[src/belt_pkg.sv]
`timescale 1ns / 1ps
// ----------------------------------------------------------------------------
// belt_pkg
// Shared types, register indexes and the S-box for the belt block cipher.
// ----------------------------------------------------------------------------
package belt_pkg;

    localparam int unsigned ROUNDS = 8;

    typedef struct packed {
        logic        opcode;
        logic [31:0] word_0;
        logic [31:0] word_1;
        logic [31:0] word_2;
        logic [31:0] word_3;
    } in_req_t;

    typedef struct packed {
        logic [31:0] out_0;
        logic [31:0] out_1;
        logic [31:0] out_2;
        logic [31:0] out_3;
    } out_req_t;

    typedef struct packed {
        logic        dec;
        logic [31:0] a;
        logic [31:0] b;
        logic [31:0] c;
        logic [31:0] d;
    } state_t;

    typedef logic [7:0][31:0] key_sched_t;

    localparam logic [2:0] REG_KEY_LOW  = 3'd0;
    localparam logic [2:0] REG_KEY_MID  = 3'd1;
    localparam logic [2:0] REG_KEY_HIGH = 3'd2;
    localparam logic [2:0] REG_KEY_TOP  = 3'd3;
    localparam logic [2:0] REG_KEY_SIZE = 3'd4;

    localparam logic [1:0] KEY_128 = 2'd0;
    localparam logic [1:0] KEY_192 = 2'd1;

    localparam logic [255:0][7:0] SBOX_H = {
        8'h1D,8'hDA,8'h6C,8'h77,8'hEA,8'h10,8'h14,8'h91,8'h75,8'h28,8'h62,8'h3A,8'hB4,8'hD9,8'hEF,8'hD4,
        8'h21,8'h29,8'h23,8'hEB,8'h51,8'hC5,8'h74,8'h69,8'hB3,8'hDF,8'hA8,8'h42,8'h52,8'h46,8'hD7,8'hA2,
        8'h8A,8'hE8,8'hD2,8'h66,8'hBF,8'h50,8'h84,8'hA5,8'h8C,8'hAF,8'h44,8'h15,8'hD0,8'hA4,8'hCD,8'h7E,
        8'hA1,8'h09,8'h4B,8'h19,8'h5F,8'h88,8'h2A,8'hA0,8'h48,8'h9A,8'hFC,8'h43,8'h13,8'h97,8'h32,8'hBE,
        8'h11,8'h55,8'h40,8'h90,8'h34,8'hF9,8'h87,8'h26,8'h2F,8'h64,8'h7D,8'h22,8'hAA,8'h80,8'h20,8'h68,
        8'hF2,8'h0E,8'h4D,8'h5E,8'hC9,8'hFB,8'h45,8'h54,8'h01,8'h41,8'hD1,8'hE5,8'h1C,8'h9B,8'hBD,8'h92,
        8'hF6,8'h8B,8'hA9,8'h03,8'h83,8'hA3,8'hCB,8'h39,8'h37,8'h7A,8'h24,8'hED,8'h16,8'h53,8'h07,8'h06,
        8'h47,8'h96,8'h73,8'h6F,8'hF4,8'h49,8'hDB,8'h2D,8'hA6,8'h0F,8'h0C,8'h8F,8'h2C,8'hE7,8'hDE,8'hE9,
        8'h93,8'hB7,8'h5A,8'h4C,8'h1F,8'h18,8'h1E,8'h59,8'hCF,8'hBC,8'hD3,8'h27,8'h6E,8'hB5,8'h98,8'h3E,
        8'h31,8'h3D,8'hB2,8'h9E,8'h79,8'hA7,8'h4E,8'hDD,8'h6A,8'h30,8'h7C,8'h63,8'h7B,8'h65,8'h3C,8'hF3,
        8'h4F,8'h9C,8'hBB,8'hD5,8'h60,8'hF8,8'hC6,8'hF7,8'hCA,8'h78,8'hE6,8'h9F,8'h38,8'h76,8'hAB,8'hC1,
        8'hF1,8'h8D,8'hEE,8'h95,8'hF0,8'hCC,8'h3F,8'h70,8'hEC,8'h57,8'h82,8'hE2,8'h1A,8'hDC,8'h2B,8'hE1,
        8'h99,8'h7F,8'hE0,8'hD8,8'hAE,8'h05,8'hC4,8'h35,8'hB8,8'h56,8'hC3,8'h33,8'hFF,8'hC0,8'hB0,8'h5C,
        8'h0B,8'h89,8'h6B,8'h71,8'hAD,8'h86,8'h67,8'hFE,8'h81,8'h61,8'hB9,8'h17,8'h12,8'hD6,8'hE3,8'h5B,
        8'h0D,8'hCE,8'hFD,8'h02,8'hC2,8'h72,8'h2E,8'h25,8'hAC,8'hC7,8'hB6,8'h1B,8'h9D,8'hFA,8'h04,8'h85,
        8'hE4,8'h5D,8'h4A,8'h58,8'h8E,8'h00,8'h6D,8'h36,8'h3B,8'hF5,8'h08,8'h0A,8'hC8,8'hBA,8'h94,8'hB1
    };

    function automatic logic [31:0] bswap(input logic [31:0] v);
        return {v[7:0], v[15:8], v[23:16], v[31:24]};
    endfunction

    function automatic logic [31:0] gfun5(input logic [31:0] u);
        logic [31:0] s;
        s = {SBOX_H[u[31:24]], SBOX_H[u[23:16]], SBOX_H[u[15:8]], SBOX_H[u[7:0]]};
        return {s[26:0], s[31:27]};
    endfunction

    function automatic logic [31:0] gfun13(input logic [31:0] u);
        logic [31:0] s;
        s = {SBOX_H[u[31:24]], SBOX_H[u[23:16]], SBOX_H[u[15:8]], SBOX_H[u[7:0]]};
        return {s[18:0], s[31:19]};
    endfunction

    function automatic logic [31:0] gfun21(input logic [31:0] u);
        logic [31:0] s;
        s = {SBOX_H[u[31:24]], SBOX_H[u[23:16]], SBOX_H[u[15:8]], SBOX_H[u[7:0]]};
        return {s[10:0], s[31:11]};
    endfunction

endpackage

[src/belt_key_regs.sv]
`timescale 1ns / 1ps
// ----------------------------------------------------------------------------
// belt_key_regs
// Key registers and expansion of short keys to eight words.
// ----------------------------------------------------------------------------
module belt_key_regs (
    input  logic                 clk,
    input  logic                 rst_n,
    input  logic                 cfg_we,
    input  logic [2:0]           cfg_index,
    input  logic [63:0]          cfg_data,
    output belt_pkg::key_sched_t kw
);

    logic [3:0][63:0] key_reg;
    logic [1:0]       size_reg;
    logic [7:0][31:0] raw;

    always_ff @(posedge clk or negedge rst_n)
    begin
        if (!rst_n)
        begin
            key_reg  <= '0;
            size_reg <= 2'd2;
        end
        else if (cfg_we)
        begin
            unique case (cfg_index)
                belt_pkg::REG_KEY_LOW:  key_reg[0] <= cfg_data;
                belt_pkg::REG_KEY_MID:  key_reg[1] <= cfg_data;
                belt_pkg::REG_KEY_HIGH: key_reg[2] <= cfg_data;
                belt_pkg::REG_KEY_TOP:  key_reg[3] <= cfg_data;
                belt_pkg::REG_KEY_SIZE: size_reg   <= cfg_data[1:0];
                default: ;
            endcase
        end
    end

    assign raw = key_reg;

    always_comb
    begin
        kw = raw;
        if (size_reg == belt_pkg::KEY_128)
        begin
            kw[7:4] = raw[3:0];
        end
        else if (size_reg == belt_pkg::KEY_192)
        begin
            kw[6] = raw[0] ^ raw[1] ^ raw[2];
            kw[7] = raw[3] ^ raw[4] ^ raw[5];
        end
    end

endmodule

[config.mk]
export PLATFORM = sky130hd
export DESIGN_NAME = belt_key_regs
export DESIGN_NICKNAME = d
export VERILOG_FILES = /design/src/belt_pkg.sv /design/src/belt_key_regs.sv
export SDC_FILE = /design/constraint.sdc
export NUM_CORES = 1
export LEC_CHECK = 0
export BUFFER_PORTS_ARGS = -buffer_cell sky130_fd_sc_hd__buf_2
export CAP_MARGIN = 20
export CORE_MARGIN = 1.5
export CORE_UTILIZATION = 40
export DETAILED_ROUTE_END_ITERATION = 7
export GPL_ROUTABILITY_DRIVEN = 0
export PLACE_DENSITY = 0.67
export SLEW_MARGIN = 10
export SYNTH_ARGS = -nofsm -noshare
export SYNTH_HDL_FRONTEND = slang
export SYNTH_SLANG_ARGS = --single-unit
[constraint.sdc]
create_clock -name clk -period 1.4 [get_ports clk]
set_input_delay 0.14 -clock clk [delete_from_list [all_inputs] [get_ports clk]]
set_output_delay 0.14 -clock clk [all_outputs]
set_load 0.1 [all_outputs]
# ---- Yosys cells after proc, flatten, opt, wreduce, memory -nomap -nowiden
# Cells that the tools add are included.
dict set report totals {
  register_bits 258
  in_bits 70
}
dict set report op_classes {
  n_eq_ne 5
  muxes 3
  bitwise 4
  n_reduce_logical 7
}
# op count
set op_table {}
lappend op_table {{$mux W64} 3}
lappend op_table {{$xor A32 B32 Y32} 4}
lappend op_table {{$reduce_and A2 Y1} 5}
lappend op_table {{$eq A3 B2 Y1 const B} 2}
lappend op_table {{$eq A3 B1 Y1 const B} 1}
lappend op_table {{$eq A3 B3 Y1 const B} 1}
lappend op_table {{$logic_not A3 Y1} 1}
lappend op_table {{$eq A2 B1 Y1 const B} 1}
lappend op_table {{$logic_not A2 Y1} 1}

# ---- Logic depth before layout (Yosys ltp)
dict set report logic_depth {
  ltp_word 4
  depth_mapped 5
  depth_no_buf 3
}

# ---- Least setup slack after synthesis
# No wires, ideal clock.
dict set report synth_path {
  path_type {register to output}
  start {register size_reg[1]}
  end {output port kw[224] (netlist bit)}
  arrival_time_ps 1866
  required_time_ps 1260
  path_slack_ps -606
  stages_incl_launch_ff 6
  cell_sequence {dfstp_2 buf_6 buf_2 clkbuf_1 nand3b_1 nand3_1}
}
# item line
set synth_rtl {}
lappend synth_rtl {{start, declared} belt_key_regs.sv:16} ;# logic [1:0] size_reg;
lappend synth_rtl {{start signal, assigned} belt_key_regs.sv:33} ;# belt_pkg::REG_KEY_SIZE: size_reg <= cfg_data[1:0];
lappend synth_rtl {{end, declared} belt_key_regs.sv:12} ;# output belt_pkg::key_sched_t kw

==> impl_metrics.yaml <==
logic_synthesis:
  ys_ff_latch: 258
  ys_warn_count: 0
  synth.distinct_cells: 21
  syn_area_per_cell_sq_um: 13.5
  synth_top_area_share_pct: 43.2
  synthSimpleGateAreaFrac_pct: 10.1
  syn_area_sq_um: 14900
  synth-adder-area-share_pct: 0
  synth_xor_area_share_pct: 3.76
  synth_seq_area_share_pct: 43.3
  synthCells: 1105
  syn-num-nets: 1175
  synth_compound_area_share_pct: 3.22
  synth_top_family_by_area: "multiplexers"
  synth.area.top_cells: "dfrtp_1, mux2_4, mux2_2"
  synth_area_leader_cell: "dfrtp_1"
  synth.area.mux_share_pct: 28.9
setup_path:
  crit_fanout: 63
  worstPathArrival_ps: 2240
  worst-r2r-setup-slack_ps: 240
  startpoint_type: "flop"
  cp-startpoint: "size_reg[1]$_DFFE_PN1P_"
  path_class: "reg2out"
  ff2ff_path_depth: 3
  end_kind: "output port"
  cp.required_ps: 1260
  r2r-end: "size_reg[1]$_DFFE_PN1P_"
  rr_startpoint: "size_reg[1]$_DFFE_PN1P_"
  cp-endpoint: "kw[240]"
status:
  status: "finished with violations"
  failed_checks: "setup timing"
detailed_routing:
  vias_per_cell: 5.40
  drt-total-wl_microns: 49500
  wl_per_cell_microns: 23.7
  drc: 0
  final_antenna_net_count: 0
  vias: 11300
  drtIter0Drc: 492
  first_pass_iters: 4
floorplan:
  coreArea_sq_um: 36600
  dieHeight_microns: 196
  ios: 326
  start_util_pct: 40.7
  die_area_sq_um: 38400
  fp.dieW_microns: 196
  placementRows: 70
timing:
  worst_clock_skew_ps: 0
  slew_headroom_pct: 73.2
  fmax_ghz: 0.420
  final-setup-viol-count: 136
  hold_viol: 0
  fin_crit_sh_pct: 170
  period_needed_ps: 2380
  tns_ps: -114930
  tightest_slew_ps: 400
  timing.final.max_slew_violations: 0
  fin_ws_ps: -981
  rsz0062_at_grt: "yes"
final_layout:
  nets: 1671
  drive_gt1_share_pct: 68.8
  area_growth_pct: 70.1
clock_network:
  cts_buffers: 29
  cts_sinks: 258
  h-tree-depth: 1
  clk_latency_ps: 540
  clk_path_buf_depth: 3
  clk_pin_slew_worst_paths_ps: 70
  cts_tree: "yes"
  root_buffer: "clkbuf_16"
place:
  post-place-ws_ps: -418
  portBuffers: 325
  hpwlAfterDp_microns: 30500
power:
  vdd_drop_max_mv: 2.18
  p_per_area_nw_per_um2: 2410
  leakage_uw: 0.0113
grt:
  grt_usage_pct: 25.1
  grt_pass1_vias: 12600
  grt_overflow: 0
  grt_max_degree: 64
  antenna_found_initial: 5
  grt_pass1_wl_microns: 75600
job:
  maxCapViolCount: 0
worst_hold_path:
  min-delay-path-class: "in2async"
[synth_stat cells]
cell	number
dfrtp_1	257
mux2_4	180
mux2_2	142
buf_4	134
a22oi_1	64
nand3_1	64
nand3b_1	64
or4b_1	64
xnor2_1	64
buf_2	19
buf_12	18
clkbuf_1	17
clkbuf_2	6
buf_6	4
and4bb_1	2
dfstp_2	1
nand2_1	1
nand4b_1	1
nor2_1	1
nor3_1	1
nor4b_2	1
[stage by stage]
stage	hold slack (ps)	util, %	instances	area (sq um)	total power (uW)
CTS	67.8	68.5	2072	25100	60400
finish	95.6	69.2	2088	25300	61100
floorplan	-156	-	1105	16100	37500
global route	108	69.2	2088	25300	62700
global placement	75.0	57.8	1960	21100	48700
detailed placement	77.2	57.8	1960	21100	49100
[area by class of cell]
| cell class | count | area [sq um] |
|---|---|---|
| Tap cell | 468 | 586 |
| Fill cell | 2249 | 11300 |
| Sequential cell | 258 | 6460 |
| Timing Repair Buffer | 663 | 9170 |
| Antenna cell | 5 | 12.5 |
| Clock buffer | 41 | 841 |
| Clock inverter | 4 | 23.8 |
| Multi-Input combinational cell | 649 | 8260 |
[worst min-delay path by stage]
stage	startpoint	to	slack, ps
2_1_floorplan	rst_n	key_reg[128]$_DFFE_PN0P_	-160
3_3_place_gp	rst_n	kw[90]$_DFFE_PN0P_	70
3_5_place_dp	rst_n	kw[58]$_DFFE_PN0P_	80
4_1_cts	cfg_index[1]	size_reg[0]$_DFFE_PN0P_	70
5_1_grt	cfg_index[1]	size_reg[0]$_DFFE_PN0P_	110
6_report	rst_n	key_reg[251]$_DFFE_PN0P_	100
[repair_timing]
item,in CTS,in global routing
pin swaps,0,11
hold endpoints to repair,515,0
gates cloned,2,5
gates resized for setup,627,62
setup buffers,22,52
hold buffers,65,0
endpoints found under the setup margin,256,243
[layout by cell type, fill, tap and decap left out]
cell type / instances
buf_2: 68
nand3b_1: 64
a22oi_1: 15
buf_16: 4
mux2_4: 239
clkinv_2: 3
clkbuf_16: 33
mux2_2: 83
buf_6: 131
nor3_1: 1
nand2_1: 1
clkbuf_1: 5
buf_4: 105
nor4b_4: 1
nor2_4: 1
dfstp_4: 1
or4b_4: 32
nand3_4: 64
dfrtp_1: 256
dlygate4sd3_1: 65
a22oi_2: 49
nand4b_1: 1
clkbuf_8: 7
diode_2: 5
buf_12: 281
xnor2_1: 64
and4bb_4: 2
inv_6: 1
or4b_1: 32
buf_8: 5
dfrtp_2: 1
[cells by family after synthesis]
logic type | Yosys count
multiplexers | 322
flip-flops | 258
AND/OR/NAND/NOR | 199
buffers and inverters | 198
AO/OA/AOI/OAI | 64
XOR/XNOR | 64
[power breakdown]
part	internal (uW)	switching, uW
Combinational	17400	26100
Sequential	9130	1360
Clock	4110	3030
[worst max-delay path: stages, from the launching register on]
cell and delay, ps:
dfstp_4 520, buf_12 190, or4b_1 620, nand3_4 130, buf_12 180
[metal layers]
metal / GRT usage [%] / part of all wire (%) / vias up
met1: 30.0 / 39 / 5854
li1: - / - / 4916
met2: 45.6 / 53 / 386
met5: 0 / 0 / -
met4: 8.66 / 3.7 / 0
met3: 3.94 / 4.3 / 115
No activity file was read; power rests on OpenSTA's default activity.
